`src/rtl/pphist_pkg.sv`:
```
// shared constants, types and codes of the per-tube energy histogrammer
`default_nettype none

package pphist_pkg;

   // block sizing
   localparam int NUM_TUBES      = 176;
   localparam int NUM_BINS       = 200;
   localparam int BARS_PER_PLANE = 44;

   // tube ranges: top, bottom, south, north, one counter bank each
   localparam int NUM_BANKS  = 4;
   localparam int BANK_W     = $clog2(NUM_BANKS);
   localparam int SLOTS      = NUM_BINS + 2;
   localparam int BANK_DEPTH = BARS_PER_PLANE * SLOTS;
   localparam int ADDR_W     = $clog2(BANK_DEPTH);
   localparam int BIN_W      = $clog2(SLOTS);
   localparam int LT_W       = $clog2(BARS_PER_PLANE);
   localparam int CMP_W      = $clog2(4 * BARS_PER_PLANE + NUM_TUBES + 64) + 1;

   // field widths
   localparam int OP_W         = 1;
   localparam int POS_W        = 12;
   localparam int BAR_W        = 6;
   localparam int STAT_W       = 2;
   localparam int ENERGY_W     = 16;
   localparam int TUBE_FIELD_W = 8;
   localparam int BIN_FIELD_W  = 8;
   localparam int MASK_W       = 4;
   localparam int COUNT_W      = 31;

   // configuration registers
   localparam int CHW_W      = 8;
   localparam int LOW_W      = 16;
   localparam int BINW_W     = 12;
   localparam int CSR_IDX_W  = 2;
   localparam int CSR_DATA_W = 16;

   localparam logic [CHW_W-1:0]  CHW_RESET  = CHW_W'(40);
   localparam logic [LOW_W-1:0]  LOW_RESET  = LOW_W'(0);
   localparam logic [BINW_W-1:0] BINW_RESET = BINW_W'(25);

   typedef enum logic [CSR_IDX_W-1:0] {
      CSR_CENTER_HALF_WIDTH = 2'd0,
      CSR_HIST_LOW          = 2'd1,
      CSR_BIN_WIDTH         = 2'd2
   } csr_index_type;

   // request opcodes
   localparam logic OP_FILL = 1'b0;
   localparam logic OP_READ = 1'b1;

   // divider step counter
   localparam int DIV_CNT_W = $clog2(ENERGY_W);

   // request payload
   typedef struct packed {
      logic                        op;
      logic signed [POS_W-1:0]     pos_x_mm;
      logic signed [POS_W-1:0]     pos_y_mm;
      logic [BAR_W-1:0]            horiz_bar;
      logic [BAR_W-1:0]            vert_bar;
      logic [STAT_W-1:0]           horiz_status;
      logic [STAT_W-1:0]           vert_status;
      logic signed [ENERGY_W-1:0]  energy_kev;
      logic [TUBE_FIELD_W-1:0]     read_tube;
      logic [BIN_FIELD_W-1:0]      read_bin;
   } req_word_type;

   // response payload
   typedef struct packed {
      logic [MASK_W-1:0]      tube_mask;
      logic [BIN_FIELD_W-1:0] fill_bin;
      logic [COUNT_W-1:0]     count;
   } rsp_word_type;

   // controller to datapath
   typedef struct packed {
      logic capture;
      logic clear_en;
      logic mem_rd;
      logic mem_upd;
      logic load_out;
   } cmd_type;

   // datapath to controller
   typedef struct packed {
      logic req_read;
      logic div_done;
      logic clear_last;
   } sts_type;

endpackage

`default_nettype wire

```
`src/rtl/pphist_ctrl.sv`:
```
// sequencing controller of the histogrammer
`default_nettype none

module pphist_ctrl (
   input  wire logic                clock,
   input  wire logic                reset,
   input  wire logic                req_valid,
   output logic                     req_ready,
   output logic                     rsp_valid,
   input  wire logic                rsp_ready,
   input  wire pphist_pkg::sts_type sts,
   output pphist_pkg::cmd_type      cmd
);
   import pphist_pkg::*;

   typedef enum logic [2:0] {
      ST_CLEAR,
      ST_IDLE,
      ST_DIVIDE,
      ST_READ,
      ST_UPDATE,
      ST_FINISH
   } state_type;

   state_type state_ff;
   state_type state_in;
   logic      rsp_valid_ff;
   logic      out_free;

   assign out_free = !rsp_valid_ff || rsp_ready;

   // next state and commands
   always_comb begin
      state_in = state_ff;
      cmd      = '0;
      case (state_ff)
         ST_CLEAR: begin
            cmd.clear_en = 1'b1;
            if (sts.clear_last) begin
               state_in = ST_IDLE;
            end
         end
         ST_IDLE: begin
            if (req_valid) begin
               cmd.capture = 1'b1;
               state_in    = sts.req_read ? ST_READ : ST_DIVIDE;
            end
         end
         ST_DIVIDE: begin
            if (sts.div_done) begin
               state_in = ST_READ;
            end
         end
         ST_READ: begin
            cmd.mem_rd = 1'b1;
            state_in   = ST_UPDATE;
         end
         ST_UPDATE: begin
            cmd.mem_upd = 1'b1;
            state_in    = ST_FINISH;
         end
         ST_FINISH: begin
            if (out_free) begin
               cmd.load_out = 1'b1;
               state_in     = ST_IDLE;
            end
         end
         default: begin
            state_in = ST_IDLE;
         end
      endcase
   end

   // state and output valid
   always_ff @(posedge clock) begin
      if (reset) begin
         state_ff     <= ST_CLEAR;
         rsp_valid_ff <= 1'b0;
      end else begin
         state_ff <= state_in;
         if (cmd.load_out) begin
            rsp_valid_ff <= 1'b1;
         end else if (rsp_ready) begin
            rsp_valid_ff <= 1'b0;
         end
      end
   end

   assign req_ready = (state_ff == ST_IDLE);
   assign rsp_valid = rsp_valid_ff;

endmodule

`default_nettype wire

```
`config.mk`:
```
export PLATFORM = sky130hd
export DESIGN_NAME = pphist_ctrl
export DESIGN_NICKNAME = d
export VERILOG_FILES = /design/src/rtl/pphist_pkg.sv /design/src/rtl/pphist_ctrl.sv
export SDC_FILE = /design/constraint.sdc
export NUM_CORES = 1
export LEC_CHECK = 0
export BUFFER_PORTS_ARGS = -buffer_cell sky130_fd_sc_hd__buf_2
export CAP_MARGIN = 25
export CORE_AREA = 5 5 42 44
export DETAILED_ROUTE_END_ITERATION = 6
export DIE_AREA = 0 0 47 49
export GPL_TIMING_DRIVEN = 0
export SETUP_SLACK_MARGIN = 0.3
export SYNTH_ARGS = -nofsm -noshare
export SYNTH_HDL_FRONTEND = slang
export SYNTH_SLANG_ARGS = --single-unit
export TNS_END_PERCENT = 30
```
`constraint.sdc`:
```
create_clock -name clock -period 1.36 [get_ports clock]
set_input_delay 0.34 -clock clock [delete_from_list [all_inputs] [get_ports clock]]
set_output_delay 0.34 -clock clock [all_outputs]
set_load 0.02 [all_outputs]
```
==> flow_summary.json <==
{
  "fin_crit_sh": 1.05,
  "clk_path_buf_depth": 2,
  "grt_max_degree": 8,
  "placedInstanceArea_um2": 352,
  "drv_cap": 0,
  "cp.depth": 3,
  "drt-initial-drc-count": 1,
  "crit_start": "state_ff[1]$_SDFFE_PP0P_",
  "critPathMaxFanout": 6,
  "synth_fp_nets": 35,
  "antenna_found_initial": 0,
  "cp.arrival_ns": 1.08,
  "die_w_um": 47,
  "rsz0062_at_grt": "true",
  "timing.rr.start": "state_ff[1]$_SDFFE_PP0P_",
  "yosysTopAreaCell": "dfxtp_1",
  "clock-root-buffer": "clkbuf_4",
  "path_clk_slew_ns": 0.04,
  "fmax_mhz": 702,
  "routed_wl_um": 639,
  "dp_cells": 57,
  "synth_top_area_share": 0.340,
  "period_minus_slack_ns": 1.42,
  "worst_setup_path_start_kind": "flop",
  "max_stage_delay_ns": 0.30,
  "multi_input_area_um2": 174,
  "fillCellCount": 158,
  "drive_gt1_frac": 0.694,
  "core_um2": 1400,
  "ant_nets": 0,
  "port_buffers": 13,
  "critPathSlowestCell": "dfxtp_1",
  "yosysWarnings": 0,
  "routabilityCongestion": 0.642,
  "io_pins": 14,
  "grt_remaining_overflow": 0,
  "ys_ff_latch": 4,
  "clkSinkCount": 4,
  "via_count": 267,
  "finalSetupViolations": 5,
  "drc_errors": 0,
  "outcome": "complete, but fails checks",
  "r2r_setup_slack_ns": 0.08,
  "critPathBufInv": 2,
  "cpLargestDelayFamily": "buffers and inverters",
  "netlist_top_cells_area": "dfxtp_1 34%, nor2b_1 8.0%, a21oi_1 6.4%",
  "setup_ws_ns": -0.0638,
  "worst_pin_slew_ns": 0.219,
  "syn_area_um2": 235,
  "synth_seq_area_share": 0.340,
  "endpoint": "cmd[4]",
  "cp-end-kind": "output port",
  "hold_violations": 0,
  "rows": 14,
  "path_class": "reg -> out",
  "r2r-end": "state_ff[0]$_SDFFE_PP0P_",
  "syn-instance-count": 28,
  "maxSlewViolCount": 0,
  "viasPerCell": 4.11,
  "diodes": 0,
  "die_h_um": 49,
  "grt_pass1_vias": 249,
  "path_cells": "buf_6 -> nor4b_4 -> buf_4",
  "initial_core_util": 0.168,
  "ctsHoldBuffers": 0,
  "grt_use_total": 0.0626,
  "final_util": 0.327,
  "clk_latency_ns": 0.24,
  "grt_first_pass_wirelength_um": 966,
  "p_leak_nw": 0.214,
  "required_ns": 1.02,
  "clock_skew_ns": 0.00296,
  "first_pass_iters": 2,
  "r2r_cells": 5,
  "power.density_nw_per_um2": 875,
  "cts_tree": "built",
  "syn_area_per_cell_um2": 8.40,
  "layout_common_cells": "9 x buf_4, 6 x buf_2, 4 x buf_6",
  "cts_buffers": 3,
  "fin_area_um2": 458,
  "ir_drop_uv": 301,
  "layoutNonFillerInstCount": 65,
  "wl_per_cell_um": 9.83,
  "nets": 58,
  "h-tree-depth": 1,
  "setup_tns_ns": -0.208,
  "violations": "setup timing",
  "min_path_type": "in -> reg",
  "layout_commonest_cell": "buf_4",
  "seqCellArea_um2": 88.8,
  "area_delta_synth_final_pct": 94.7,
  "yosys.cell_types.count": 17,
  "relSlewSlack": 0.854,
  "die_area_um2": 2300
}
## kinds of logic (layout without fill, tap and decap cells)
group / Yosys count / after routing / share of synthesized area
AND/OR/NAND/NOR: 15 / 15 / 0.367
AO/OA/AOI/OAI: 5 / 5 / 0.149
flip-flops: 4 / 4 / 0.340
buffers and inverters: 3 / 24 / 0.0798
multiplexers: 1 / 1 / 0.0638
## report_power, final
group	switching (mW)	total [mW]	internal, mW
clock network	0.0493	0.148	0.0987
registers	0.00953	0.133	0.124
logic	0.0555	0.119	0.0638
total	0.114	0.400	0.286
## per-layer routing
| layer | share of wire | routed length, um | vias to the layer above | GRT usage |
|---|---|---|---|---|
| met3 | 0.092 | 59 | 2 | 0.0332 |
| met5 | 0 | 0 | - | 0 |
| met4 | 0.013 | 8 | 0 | 0.0691 |
| met1 | 0.38 | 241 | 113 | 0.0614 |
| li1 | - | - | 143 | - |
| met2 | 0.51 | 329 | 9 | 0.0837 |
## worst register-to-register path: cells and delay by family (launching register included)
family	cells	cell delay, ns
simple gates	1	0.08
compound gates	1	0.23
flops	1	0.30
buf+inv	2	0.26
mux	1	0.29
## state kept, by name, indices dropped and copies added, names as in the netlist
name	cells
rsp_valid	1
state_ff	3
## metrics by stage
stage	hold slack (ns)	power [mW]	setup slack [ns]
after floorplan	0.402	0.203	0.160
after global routing	0.324	0.425	-0.107
after global placement	0.535	0.232	0.0332
final	0.310	0.400	-0.0638
after CTS	0.293	0.404	-0.0912
after detailed placement	0.540	0.232	0.0519
## repair_timing
item	in CTS	in global routing
cloned	0	0
resized for setup	13	4
setup endpoints to repair	7	8
pin swaps	3	2
buffers inserted	2	3
## layout make-up
class	instances	share of cell area
Inverter	2	0.0219
Sequential cell	4	0.194
Timing Repair Buffer	18	0.287
Buffer	1	0.0246
Tap cell	16	0.0437
Multi-Input combinational cell	21	0.380
Clock buffer	3	0.0492
## how the worst min path moves through the flow
| stage | cells past startpoint | to | start | slack, ns |
|---|---|---|---|---|
| CTS | 2 | state_ff[0]$_SDFFE_PP0P_ | reset | 0.29 |
| global placement | 1 | state_ff[1]$_SDFFE_PP0P_ | state_ff[2]$_SDFFE_PP0P_ | 0.54 |
| floorplan | 1 | state_ff[2]$_SDFFE_PP0P_ | reset | 0.40 |
| global route | 2 | state_ff[0]$_SDFFE_PP0P_ | reset | 0.32 |
| detailed placement | 1 | state_ff[1]$_SDFFE_PP0P_ | state_ff[2]$_SDFFE_PP0P_ | 0.54 |
| finish | 2 | state_ff[2]$_SDFFE_PP0P_ | reset | 0.31 |
## cell usage after synthesis
cell type	instances
nor2b_1	3
o21ai_1	1
nand2b_1	1
nor2_1	3
and3b_1	1
dfxtp_1	4
a21oi_1	3
buf_6	1
inv_1	1
and2_1	1
mux2_4	1
nand3b_1	1
nand2_1	1
nor4b_1	1
a221oi_2	1
nor3_1	3
inv_2	1
Power figures use the tool's default switching activity.
